--- config.mk ---
export PLATFORM = sky130hd
export DESIGN_NAME = pcm_sample_convert_and_gain_flat
export DESIGN_NICKNAME = d
export VERILOG_FILES = /design/src/sv/pcsg_pkg.sv /design/src/sv/pcsg_in_if.sv /design/src/sv/pcsg_out_if.sv /design/src/sv/pcm_sample_convert_and_gain.sv /design/src/sv/pcsg_front.sv /design/src/sv/pcsg_queue.sv /design/src/sv/pcsg_back.sv /design/src/flat_wrapper.sv
export SDC_FILE = /design/constraint.sdc
export NUM_CORES = 1
export LEC_CHECK = 0
export BUFFER_PORTS_ARGS = -buffer_cell sky130_fd_sc_hd__buf_2
export CAP_MARGIN = 5
export CORE_MARGIN = 1
export CORE_UTILIZATION = 23
export CTS_CLUSTER_SIZE = 40
export DETAILED_ROUTE_END_ITERATION = 6
export PLACE_DENSITY = 0.37
export SYNTH_ARGS = -nofsm -noshare
export SYNTH_HDL_FRONTEND = slang
export SYNTH_SLANG_ARGS = --single-unit
--- constraint.sdc ---
create_clock -name clk -period 11.3 [get_ports clk]
set_input_delay 1.695 -clock clk [delete_from_list [all_inputs] [get_ports clk]]
set_output_delay 1.695 -clock clk [all_outputs]
set_load 0.005 [all_outputs]
--- src/sv/pcsg_pkg.sv ---
// shared types and constants for the pcm sample convert and gain block
package pcsg_pkg;

	// sample formats
	localparam logic [1:0] MODE_U8    = 2'd0;
	localparam logic [1:0] MODE_S16LE = 2'd1;
	localparam logic [1:0] MODE_S16BE = 2'd2;

	// configuration register indexes
	typedef enum logic [2:0] {
		CFG_SAMPLE_MODE   = 3'd0,
		CFG_FLIP_SIGN     = 3'd1,
		CFG_GAIN_LEFT     = 3'd2,
		CFG_GAIN_RIGHT    = 3'd3,
		CFG_CHANNEL_COUNT = 3'd4
	} cfg_idx_t;

	localparam int CFG_IDX_W  = 3;
	localparam int CFG_DATA_W = 7;

	localparam int SAMPLE_W   = 16;
	localparam int GAIN_W     = 7;
	localparam int COUNT_W    = 6;
	localparam int POS_W      = 5;
	localparam int MAX_CHANNELS = 32;

	// reset values of the configuration registers
	localparam logic [1:0]         RST_MODE  = MODE_S16LE;
	localparam logic [GAIN_W-1:0]  RST_GAIN  = 7'd100;
	localparam logic [COUNT_W-1:0] RST_COUNT = 6'd2;

	// divide by 100 as multiply by ceil(2^30 / 100), exact for products below 2^23
	localparam int PROD_W  = SAMPLE_W + GAIN_W;
	localparam int RECIP_W = 24;
	localparam logic [RECIP_W-1:0] RECIP_100 = 24'd10737419;
	localparam int RECIP_SH = 30;
	localparam int QUOT_W   = 16;

	// queue between front and back
	localparam int QDEPTH = 4;
	localparam int QAW    = 2;
	localparam int QCW    = 3;

	// back end stages holding an item
	localparam int BACK_STAGES = 3;
	localparam int PIPE_CAP    = QDEPTH + BACK_STAGES;

	// one classified sample on its way to the back end
	typedef struct packed {
		logic                is8;
		logic                big;
		logic                neg;
		logic [SAMPLE_W-1:0] mag;
		logic [GAIN_W-1:0]   gain;
	} entry_t;

	// queue status seen by the front end
	typedef struct packed {
		logic full;
		logic empty;
	} q_stat_t;

endpackage

--- src/sv/pcsg_in_if.sv ---
// input sample channel
interface pcsg_in_if;
	logic        valid;
	logic        ready;
	logic [15:0] sample_bytes;
	logic        last_in_buffer;

	modport source (output valid, output sample_bytes, output last_in_buffer, input ready);
	modport sink (input valid, input sample_bytes, input last_in_buffer, output ready);
endinterface

--- src/sv/pcsg_out_if.sv ---
// output result channel
interface pcsg_out_if;
	logic        valid;
	logic        ready;
	logic [15:0] result_bytes;

	modport source (output valid, output result_bytes, input ready);
	modport sink (input valid, input result_bytes, output ready);
endinterface

--- src/sv/pcm_sample_convert_and_gain.sv ---
// top level of the pcm sample convert and gain block
// path: a sample accepted is written to the queue, then goes through the multiply,
//   divide by 100 and clamp stages into the output register
// throughput: one sample per cycle unless the output stalls; the three-stage
//   multiply/divide/clamp back end and four-entry queue each move one item per cycle
// reset: arst_n clears config to defaults, channel position, queue and stage valids
module pcm_sample_convert_and_gain (
	input  logic                            clk,
	input  logic                            arst_n,
	pcsg_in_if.sink                         sample_in,
	pcsg_out_if.source                      result_out,
	input  logic                            wr_en,
	input  logic [pcsg_pkg::CFG_IDX_W-1:0]  wr_index,
	input  logic [pcsg_pkg::CFG_DATA_W-1:0] wr_data
);
	import pcsg_pkg::*;

	// front to queue
	logic    push;
	entry_t  push_data;
	// queue to back
	logic    pop;
	entry_t  head;
	q_stat_t q_stat;

	// front: holds config and channel position, turns each input transaction
	// into sign, magnitude, selected gain and format flags
	pcsg_front u_front (
		.clk       (clk),
		.arst_n    (arst_n),
		.sample_in (sample_in),
		.wr_en     (wr_en),
		.wr_index  (wr_index),
		.wr_data   (wr_data),
		.q_stat    (q_stat),
		.push      (push),
		.push_data (push_data)
	);

	// queue: lets the front keep taking samples while the output is stalled
	pcsg_queue u_queue (
		.clk       (clk),
		.arst_n    (arst_n),
		.push      (push),
		.push_data (push_data),
		.pop       (pop),
		.pop_data  (head),
		.q_stat    (q_stat)
	);

	// back: magnitude times gain, reciprocal divide by 100 (truncates toward
	// zero since it works on the magnitude), clamp and byte order restore
	pcsg_back u_back (
		.clk        (clk),
		.arst_n     (arst_n),
		.head       (head),
		.q_stat     (q_stat),
		.pop        (pop),
		.result_out (result_out)
	);

endmodule

--- src/sv/pcsg_front.sv ---
// front end: config registers, channel tracking, gain select and sample decode
module pcsg_front (
	input  logic                            clk,
	input  logic                            arst_n,
	pcsg_in_if.sink                         sample_in,
	input  logic                            wr_en,
	input  logic [pcsg_pkg::CFG_IDX_W-1:0]  wr_index,
	input  logic [pcsg_pkg::CFG_DATA_W-1:0] wr_data,
	input  pcsg_pkg::q_stat_t               q_stat,
	output logic                            push,
	output pcsg_pkg::entry_t                push_data
);
	import pcsg_pkg::*;

	logic [1:0]         mode_q;
	logic               flip_q;
	logic [GAIN_W-1:0]  gain_l_q;
	logic [GAIN_W-1:0]  gain_r_q;
	logic [COUNT_W-1:0] count_q;
	logic [POS_W-1:0]   pos_q;

	logic [COUNT_W-1:0]  cnt_eff;
	logic [POS_W-1:0]    ch;
	logic [GAIN_W:0]     gain_sum;
	logic [GAIN_W-1:0]   gain_sel;
	logic [7:0]          b8;
	logic [7:0]          s8;
	logic [7:0]          mag8;
	logic [SAMPLE_W-1:0] raw;
	logic [SAMPLE_W-1:0] v16;
	logic [SAMPLE_W-1:0] mag16;
	logic [COUNT_W-1:0]  nxt;
	logic                is8;
	logic                big;

	assign sample_in.ready = !q_stat.full;
	assign push            = sample_in.valid && !q_stat.full;

	always_comb begin
		// clamp channel count to 1..MAX_CHANNELS
		if (count_q == '0) begin
			cnt_eff = COUNT_W'(1);
		end else if (count_q > COUNT_W'(MAX_CHANNELS)) begin
			cnt_eff = COUNT_W'(MAX_CHANNELS);
		end else begin
			cnt_eff = count_q;
		end
		// stale position after lowering the count counts as channel 0
		ch = ({1'b0, pos_q} < cnt_eff) ? pos_q : '0;

		gain_sum = {1'b0, gain_l_q} + {1'b0, gain_r_q};
		gain_sel = gain_sum[GAIN_W:1];
		if (cnt_eff >= COUNT_W'(2)) begin
			if (ch == POS_W'(0)) begin
				gain_sel = gain_l_q;
			end else if (ch == POS_W'(1)) begin
				gain_sel = gain_r_q;
			end
		end

		is8 = (mode_q == MODE_U8);
		big = (mode_q == MODE_S16BE);
		raw = sample_in.sample_bytes;

		// 8-bit: offset binary to signed
		b8   = raw[7:0] ^ {flip_q, 7'd0};
		s8   = {~b8[7], b8[6:0]};
		mag8 = s8[7] ? (8'd0 - s8) : s8;

		// 16-bit: put in native order, then sign and magnitude
		v16   = big ? {raw[7:0], raw[15:8]} : raw;
		v16   = v16 ^ {flip_q, 15'd0};
		mag16 = v16[15] ? (16'd0 - v16) : v16;

		push_data.is8  = is8;
		push_data.big  = big;
		push_data.neg  = is8 ? s8[7] : v16[15];
		push_data.mag  = is8 ? {8'd0, mag8} : mag16;
		push_data.gain = gain_sel;

		nxt = {1'b0, ch} + COUNT_W'(1);
		if (sample_in.last_in_buffer || nxt >= cnt_eff) begin
			nxt = '0;
		end
	end

	always_ff @(posedge clk or negedge arst_n) begin
		if (!arst_n) begin
			mode_q   <= RST_MODE;
			flip_q   <= 1'b0;
			gain_l_q <= RST_GAIN;
			gain_r_q <= RST_GAIN;
			count_q  <= RST_COUNT;
			pos_q    <= '0;
		end else begin
			if (wr_en) begin
				unique case (cfg_idx_t'(wr_index))
					CFG_SAMPLE_MODE:   mode_q   <= wr_data[1:0];
					CFG_FLIP_SIGN:     flip_q   <= wr_data[0];
					CFG_GAIN_LEFT:     gain_l_q <= wr_data[GAIN_W-1:0];
					CFG_GAIN_RIGHT:    gain_r_q <= wr_data[GAIN_W-1:0];
					CFG_CHANNEL_COUNT: count_q  <= wr_data[COUNT_W-1:0];
					default: ;
				endcase
			end
			if (push) begin
				pos_q <= nxt[POS_W-1:0];
			end
		end
	end

endmodule

--- src/sv/pcsg_queue.sv ---
// short fifo between front end and back end
module pcsg_queue (
	input  logic              clk,
	input  logic              arst_n,
	input  logic              push,
	input  pcsg_pkg::entry_t  push_data,
	input  logic              pop,
	output pcsg_pkg::entry_t  pop_data,
	output pcsg_pkg::q_stat_t q_stat
);
	import pcsg_pkg::*;

	entry_t         mem_q [QDEPTH];
	logic [QAW-1:0] wr_ptr_q;
	logic [QAW-1:0] rd_ptr_q;
	logic [QCW-1:0] cnt_q;

	assign q_stat.full  = (cnt_q == QCW'(QDEPTH));
	assign q_stat.empty = (cnt_q == '0);
	assign pop_data     = mem_q[rd_ptr_q];

	always_ff @(posedge clk) begin
		if (push) begin
			mem_q[wr_ptr_q] <= push_data;
		end
	end

	always_ff @(posedge clk or negedge arst_n) begin
		if (!arst_n) begin
			wr_ptr_q <= '0;
			rd_ptr_q <= '0;
			cnt_q    <= '0;
		end else begin
			if (push) begin
				wr_ptr_q <= wr_ptr_q + QAW'(1);
			end
			if (pop) begin
				rd_ptr_q <= rd_ptr_q + QAW'(1);
			end
			if (push && !pop) begin
				cnt_q <= cnt_q + QCW'(1);
			end else if (pop && !push) begin
				cnt_q <= cnt_q - QCW'(1);
			end
		end
	end

endmodule

--- src/sv/pcsg_back.sv ---
// back end: gain multiply, divide by 100, clamp and byte formatting
module pcsg_back (
	input  logic              clk,
	input  logic              arst_n,
	input  pcsg_pkg::entry_t  head,
	input  pcsg_pkg::q_stat_t q_stat,
	output logic              pop,
	pcsg_out_if.source        result_out
);
	import pcsg_pkg::*;

	logic v_s1, v_s2, v_s3;
	logic rdy_s1, rdy_s2, rdy_s3;

	logic              is8_s1, big_s1, neg_s1;
	logic [PROD_W-1:0] prod_s1;
	logic              is8_s2, big_s2, neg_s2;
	logic [QUOT_W-1:0] quot_s2;
	logic [SAMPLE_W-1:0] res_s3;

	logic [PROD_W+RECIP_W-1:0] recip_prod;
	logic [7:0]          byte8;
	logic [SAMPLE_W-1:0] word16;
	logic [SAMPLE_W-1:0] res_nxt;

	assign rdy_s3 = !v_s3 || result_out.ready;
	assign rdy_s2 = !v_s2 || rdy_s3;
	assign rdy_s1 = !v_s1 || rdy_s2;
	assign pop    = !q_stat.empty && rdy_s1;

	assign result_out.valid        = v_s3;
	assign result_out.result_bytes = res_s3;

	assign recip_prod = (PROD_W+RECIP_W)'(prod_s1) * (PROD_W+RECIP_W)'(RECIP_100);

	always_comb begin
		// 8-bit: signed result plus 128, clamped to 0..255
		if (neg_s2) begin
			byte8 = (quot_s2 > QUOT_W'(128)) ? 8'd0 : (8'd128 - quot_s2[7:0]);
		end else begin
			byte8 = (quot_s2 > QUOT_W'(127)) ? 8'd255 : (quot_s2[7:0] + 8'd128);
		end
		// 16-bit: clamp to signed range
		if (neg_s2) begin
			word16 = (quot_s2 > QUOT_W'(32768)) ? 16'h8000 : (16'd0 - quot_s2);
		end else begin
			word16 = (quot_s2 > QUOT_W'(32767)) ? 16'h7fff : quot_s2;
		end
		if (is8_s2) begin
			res_nxt = {8'd0, byte8};
		end else if (big_s2) begin
			res_nxt = {word16[7:0], word16[15:8]};
		end else begin
			res_nxt = word16;
		end
	end

	always_ff @(posedge clk) begin
		if (pop) begin
			is8_s1  <= head.is8;
			big_s1  <= head.big;
			neg_s1  <= head.neg;
			prod_s1 <= PROD_W'(head.mag) * PROD_W'(head.gain);
		end
		if (v_s1 && rdy_s2) begin
			is8_s2  <= is8_s1;
			big_s2  <= big_s1;
			neg_s2  <= neg_s1;
			quot_s2 <= recip_prod[RECIP_SH+QUOT_W-1:RECIP_SH];
		end
		if (v_s2 && rdy_s3) begin
			res_s3 <= res_nxt;
		end
	end

	always_ff @(posedge clk or negedge arst_n) begin
		if (!arst_n) begin
			v_s1 <= 1'b0;
			v_s2 <= 1'b0;
			v_s3 <= 1'b0;
		end else begin
			if (rdy_s1) begin
				v_s1 <= !q_stat.empty;
			end
			if (rdy_s2) begin
				v_s2 <= v_s1;
			end
			if (rdy_s3) begin
				v_s3 <= v_s2;
			end
		end
	end

endmodule

--- src/flat_wrapper.sv ---
// flat-port wrapper written by rule: the top's interface ports become plain ports
module pcm_sample_convert_and_gain_flat import pcsg_pkg::*;
  (clk, arst_n, wr_en, wr_index, wr_data, sample_in_valid, sample_in_sample_bytes, sample_in_last_in_buffer, sample_in_ready, result_out_valid, result_out_result_bytes, result_out_ready);
  pcsg_in_if sample_in_i ();
  pcsg_out_if result_out_i ();
  input  logic clk;
  input  logic arst_n;
  input  logic wr_en;
  input  logic [pcsg_pkg::CFG_IDX_W-1:0] wr_index;
  input  logic [pcsg_pkg::CFG_DATA_W-1:0] wr_data;
  input wire logic [$bits(sample_in_i.valid)-1:0] sample_in_valid;
  input wire logic [$bits(sample_in_i.sample_bytes)-1:0] sample_in_sample_bytes;
  input wire logic [$bits(sample_in_i.last_in_buffer)-1:0] sample_in_last_in_buffer;
  output wire logic [$bits(sample_in_i.ready)-1:0] sample_in_ready;
  output wire logic [$bits(result_out_i.valid)-1:0] result_out_valid;
  output wire logic [$bits(result_out_i.result_bytes)-1:0] result_out_result_bytes;
  input wire logic [$bits(result_out_i.ready)-1:0] result_out_ready;
  assign sample_in_i.valid = sample_in_valid;
  assign sample_in_i.sample_bytes = sample_in_sample_bytes;
  assign sample_in_i.last_in_buffer = sample_in_last_in_buffer;
  assign sample_in_ready = sample_in_i.ready;
  assign result_out_valid = result_out_i.valid;
  assign result_out_result_bytes = result_out_i.result_bytes;
  assign result_out_i.ready = result_out_ready;
  pcm_sample_convert_and_gain u_core (.clk(clk), .arst_n(arst_n), .sample_in(sample_in_i), .result_out(result_out_i), .wr_en(wr_en), .wr_index(wr_index), .wr_data(wr_data));
endmodule
==> out/metrics.yaml, run 1 <==
status: "completed"
synth-simple-area-share_pct: 8.39
synth_fa_ha_area_share_pct: 41.7
max_slew.worst_pin.slew_ns: 1.15
start_kind: "flip-flop"
holdWs_ns: 0.434
synth_compound_area_share_pct: 8.18
setup_tns_ns: 0
r2r_slack_ns: 4.10
fin_crit_ns: 7.20
cts_sinks: 203
netlist_instances: 2017
ff2ff_path_depth: 22
syn-cell-area_um2: 22000
synth_common_cells: "inv_1 (413), ha_1 (309), fa_1 (265)"
worstSetupPathType: "reg -> reg"
crit_top_cell: "fa_1"
r2r-end: "u_core.u_back.quot_s2[10]"
grt_pass1_vias: 15300
worstPathMaxFanout: 7
clockBufferDepth: 3
area_growth_pct: 12.0
cts_setup_buffers: 0
cp.arrival_ns: 7.53
synth_top_family_by_area: "adder cells"
cts_tree: "yes"
slew_violations: 0
place_congestion: 0.845
vias: 14300
syn_nets: 2623
finalCritPeriodShare_pct: 63.7
yosys.cell_types.count: 72
synth.yosys.warnings: 0
synth_ff_type: "edfxtp_1"
hold_buffers: 0
crit_slowest_cell: "a2111oi_0"
antenna_found_initial: 0
place_worst_setup_slack_ns: 4.07
avgRoutedWirePerCell_um: 16.8
clk_latency_ns: 0.58
core_area_um2: 94900
drive_gt1_share_pct: 8.13
synth_top_area_share_pct: 24.1
ios: 50
fin_nets: 2677
cts_htree_levels: 1
crit_required_ns: 11.63
hold_start: "u_core.u_back.big_s1"
clock.fmax_ghz: 0.139
maxSlewHeadroom_pct: 22.7
post-route-worst-setup-slack_ns: 4.10
ys_seq_area_share_pct: 26.9
rows: 113
cts_buffers: 26
rsz0062_at_grt: "false"
grt_max_degree: 39
hold_violations: 0
drt_iter0_markers: 607
root_buffer: "clkbuf_16"
finClkSkew_ns: 0.0141
vias_per_cell: 4.26
die_h_um: 311
r2r-start: "u_core.u_back.prod_s1[6]"
min_path_type: "reg -> reg"
ys_top_cells_by_area: "fa_1 (24%), edfxtp_1 (23%), ha_1 (18%)"
post-route-util_pct: 26.0
synth_area_per_cell_um2: 10.9
grt_pass1_wl_um: 89000
setup_viol: 0
postCtsResizedCells: 0
die_area_um2: 96900
end_kind: "flip-flop"
initial_core_util_pct: 23.2
route.detailed.drc: 0
synth_edf_count: 165
synth.most_common_cell: "inv_1"
first_pass_iters: 5
synthMuxAreaShare_pct: 4.12
port_buffers: 49
die_w_um: 311
dp_hpwl_um: 46600
path_clk_slew_ns: 0.06
max_stage_delay_ns: 0.71
drv_cap: 0
grtUsageTotal_pct: 11.6
whs_path_depth: 0
synth-xor-area-share_pct: 3.03
async_flop_share_pct: 18.7
wirelength_um: 56300
path_cells: "inv_1, fa_1, inv_1, fa_1, inv_1, fa_1, fa_1, inv_1, fa_1, fa_1, inv_1, fa_1, inv_1, ha_1, o21ai_0, nand2b_1, a2111oi_0, o211ai_1, nand2_1, o21ai_0, a21boi_0, xnor2_1"
synth_seq_cells: 203
grt_remaining_overflow: 0
yosys.area.top_type: "fa_1"
drtAntennaViolNets: 0
nFillCells: 9983
hold_end: "u_core.u_back.big_s2"
==> final cells by class <==
cell class                      count  area (um2)  share of cell area, %
Sequential cell                   203        5920                   24.0
Clock buffer                       34         691                   2.80
Tap cell                         1265        1580                   6.42
Clock inverter                     14         151                  0.614
Antenna cell                        1        2.50                 0.0102
Multi-Input combinational cell   1363       14400                   58.4
Timing Repair Buffer               61         335                   1.36
Inverter                          416        1560                   6.34
==> registers in the layout, summed over array words and instances, names as in the netlist, 3 cells and up <==
name / flops
u_core.u_queue.mem_q: 104
u_core.u_back.prod_s1: 23
u_core.u_back.result_out.result_bytes: 16
u_core.u_queue.cnt_q: 3
u_core.u_front.count_q: 6
u_core.u_back.quot_s2: 16
u_core.u_front.pos_q: 5
u_core.u_front.gain_r_q: 7
u_core.u_front.gain_l_q: 7
==> critical path, delay by kind of cell (launching register included) <==
family	cells	cell delay, ns
fa+ha+maj	8	3.90
compound gates	5	1.66
flops	1	0.54
buf+inv	6	0.43
simple gates	2	0.33
xor+xnor	1	0.09
==> metrics by stage <==
step	area [um2]	std cells
floorplan	22000	2017
detailed placement	23800	3308
CTS	24600	3356
global placement	23800	3308
finish	24600	3357
global route	24600	3356
==> worst max-delay path by stage <==
stage / depth (start not counted) / endpoint / from
after floorplan: 22 / u_core.u_back.quot_s2[15] / u_core.u_back.prod_s1[6]
after global placement: 22 / u_core.u_back.quot_s2[10] / u_core.u_back.prod_s1[6]
after detailed placement: 22 / u_core.u_back.quot_s2[10] / u_core.u_back.prod_s1[6]
after CTS: 22 / u_core.u_back.quot_s2[10] / u_core.u_back.prod_s1[6]
after global routing: 22 / u_core.u_back.quot_s2[10] / u_core.u_back.prod_s1[6]
final: 22 / u_core.u_back.quot_s2[10] / u_core.u_back.prod_s1[6]
==> routing by layer <==
layer / wire [um] / global-route usage [%]
met1: 28100 / 16.5
met4: 699 / 1.91
met2: 26300 / 19.2
met5: 0 / 0
met3: 1200 / 1.21
==> placed cells by master (no fill, tap or decap), drive strengths merged, types with 17 or more instances in the layout <==
| cell | count |
|---|---|
| fa | 265 |
| and2 | 40 |
| mux4 | 26 |
| clkbuf | 34 |
| nand2 | 141 |
| a211oi | 17 |
| buf | 61 |
| xor2 | 33 |
| edfxtp | 165 |
| mux2 | 17 |
| o21ai | 61 |
| dfrtp | 30 |
| a21o | 32 |
| nand3 | 22 |
| ha | 309 |
| a221oi | 24 |
| nor3 | 31 |
| xnor2 | 43 |
| nor2 | 73 |
| a21oi | 66 |
| inv | 414 |
==> cells by family (layout without fill, tap and decap cells) <==
kind of cell	count (synthesis)	in the layout
multiplexers	56	56
flip-flops	203	203
AND/OR/NAND/NOR	383	383
other	0	1
AO/OA/AOI/OAI	274	274
adder cells (fa/ha/maj)	574	574
buffers and inverters	451	525
XOR/XNOR	76	76
Power of run 1 is left out: the tool's default activity adds up to more than one toggle a clock period on the data nets, which glitch-free logic cannot reach.
==> run 2: changes to the inputs <==
- clock period: 11.3 -> 6.85 ns (I/O delays scaled with it)
==> run 2 against run 1 <==
Compared with the run above: first-iteration DRC count increased by 1.8%; die area is the same; wire length up 0.64%; cell area up 1.5%; clock skew is 0.0013 ns higher; worst setup slack worse by 3.8 ns; clock-buffer cell count down 8; largest cell class unchanged; highest routed layer unchanged.
==> out/metrics.yaml, run 2 (synthesis gave the netlist of run 1 again) <==
wirelength_um: 56700  # +0.64%
final_area_um2: 25000  # +1.5%
end_kind: "flip-flop"
reg_top3: "u_core.u_queue.mem_q (104), u_core.u_back.prod_s1 (23)"
layout_common_cells: "inv_1 (413), ha_1 (307), fa_1 (264), edfxtp_1 (165), nand2_1 (140)"
vias: 14300  # -0.20%
drive_gt1_share_pct: 10.1  # +2.0 points
vias_per_cell: 4.22  # -1.1%
placed_cell_area_um2: 24100  # +1.1%
cts_setup_buffers: 0  # unchanged
die_h_um: 311  # unchanged
holdWs_ns: 0.426  # -0.00794 ns
crit_start: "u_core.u_back.prod_s1[2]"
cp.arrival_ns: 6.91  # -0.62 ns
r2r-end: "u_core.u_back.quot_s2[15]"
rows: 113  # unchanged
crit_required_ns: 7.17  # -4.46 ns
r2r-start: "u_core.u_back.prod_s1[2]"
clock.fmax_ghz: 0.152  # +9.2%
cts_tree: "yes"
grt_remaining_overflow: 0  # unchanged
path_clk_slew_ns: 0.06  # about the same
fin_crit_ns: 6.59  # -0.604 ns
r2r_slack_ns: 0.26  # -3.85 ns
worstSetupPathType: "reg -> reg"
initial_core_util_pct: 23.2  # unchanged
grtUsageTotal_pct: 11.7  # +0.091 points
top_register: "u_core.u_queue.mem_q"
avgRoutedWirePerCell_um: 16.7  # -0.25%
worstPathMaxFanout: 4  # -3
cts_buffers: 25  # -3.8%
start_kind: "flip-flop"
setup_tns_ns: 0  # unchanged
hold_buffers: 0  # unchanged
drt_iter0_markers: 618  # +1.8%
max_slew.worst_pin.slew_ns: 1.05  # -0.0964 ns
finalCritPeriodShare_pct: 96.2  # +33 points
worstSetupEndpoint: "u_core.u_back.quot_s2[15]"
finClkSkew_ns: 0.0154  # +0.00131 ns
root_buffer: "clkbuf_16"
first_pass_iters: 4  # -1
min_path_type: "reg -> reg"
fin_nets: 2708  # +1.2%
hold_violations: 0  # unchanged
drtAntennaViolNets: 0  # unchanged
grt_pass1_wl_um: 89300  # +0.33%
die_w_um: 311  # unchanged
port_buffers: 49  # unchanged
antenna_found_initial: 2  # +2
dp_hpwl_um: 47600  # +2.1%
maxSlewHeadroom_pct: 29.6  # +6.9 points
drv_cap: 0  # unchanged
grt_pass1_vias: 15500  # +1.4%
die_area_um2: 96900  # unchanged
crit_slowest_cell: "fa_1"
area_growth_pct: 13.6
path_cells: "fa_2, fa_1, inv_1, fa_1, inv_1, fa_1, fa_1, fa_1, inv_1, fa_1, inv_1, ha_1, a211oi_2, o21ai_1, a2111oi_4, buf_4, o211a_1, o32a_1, o21ai_1, a31o_2, xnor2_1"
layout_commonest_cell: "inv_1"
clk_latency_ns: 0.58  # about the same
crit_top_cell: "fa_1"
max_stage_delay_ns: 0.54  # -0.17 ns
clockBufferDepth: 3  # unchanged
ff2ff_path_depth: 21  # -4.5%
ios: 50  # unchanged
cts_sinks: 203  # unchanged
place_congestion: 0.813  # -3.8%
core_area_um2: 94900  # unchanged
cts_htree_levels: 1  # unchanged
largest_reg_flops: 104  # unchanged
slew_violations: 0  # unchanged
rsz0062_at_grt: "false"
setup_viol: 0  # unchanged
status: "completed"
grt_max_degree: 39  # unchanged
route.detailed.drc: 0  # unchanged
-- run 2: cell types whose count changed in the layout (fill, tap and decap cells not counted), moves of 2 or more --
cell,before,now
buf_4,12,43
clkbuf_1,7,1
bufinv_16,2,6
clkinv_2,4,8
o21ai_0,59,56
clkinv_1,7,5
ha_1,309,307
o21ai_1,2,4
-- run 2: through the flow --
step / utilization (%) / std cells / setup WS (ns)
after floorplan: - / 2017 / 0.365
after global placement: 25.4 / 3340 / -0.189
after detailed placement: 25.4 / 3340 / -0.253
after CTS: 26.3 / 3386 / 0.0202
after global routing: 26.4 / 3386 / 0.0242
final: 26.4 / 3387 / 0.259
-- run 2: how the worst min path moves through the flow --
stage	startpoint	to	slack [ns]	cells past startpoint
floorplan	u_core.u_back.big_s1	u_core.u_back.big_s2	0.40	0
global placement	u_core.u_back.big_s1	u_core.u_back.big_s2	0.42	0
detailed placement	u_core.u_back.big_s1	u_core.u_back.big_s2	0.42	0
CTS	u_core.u_back.big_s1	u_core.u_back.big_s2	0.43	0
global route	u_core.u_back.big_s1	u_core.u_back.big_s2	0.44	0
finish	u_core.u_back.big_s1	u_core.u_back.big_s2	0.43	0
-- run 2: layout make-up --
cell class,instances,area [um2]
Clock inverter,20,274
Timing Repair Buffer,93,588
Multi-Input combinational cell,1363,14500
Fill cell,9991,69900
Sequential cell,203,5920
Inverter,416,1560
Tap cell,1265,1580
Clock buffer,26,629
Antenna cell,1,2.50
-- run 2: worst max-delay path: cells and delay by family (launching register included) --
| kind | cells | cell delay, ns |
|---|---|---|
| AO/OA/AOI/OAI | 7 | 1.46 |
| XOR/XNOR | 1 | 0.12 |
| adder cells (fa/ha/maj) | 8 | 3.94 |
| buffers and inverters | 5 | 0.38 |
| flip-flops | 1 | 0.43 |
-- run 2: repair_timing --
| action | CTS | global route |
|---|---|---|
| setup endpoints to repair | 11 | 10 |
| pin swaps | 0 | 1 |
| gates resized for setup | 3 | 9 |
-- run 2: routing by layer --
layer | track usage (%) | wire (um) | up-vias | part of all wire [%]
met2 | 19.5 | 26800 | 150 | 47
li1 | - | - | 6941 | -
met3 | 1.28 | 1360 | 48 | 2.4
met4 | 2.59 | 1170 | 0 | 2.1
met5 | 0 | 0 | - | 0
met1 | 16.3 | 27300 | 7142 | 48
Power of run 2 is left out for the same reason.
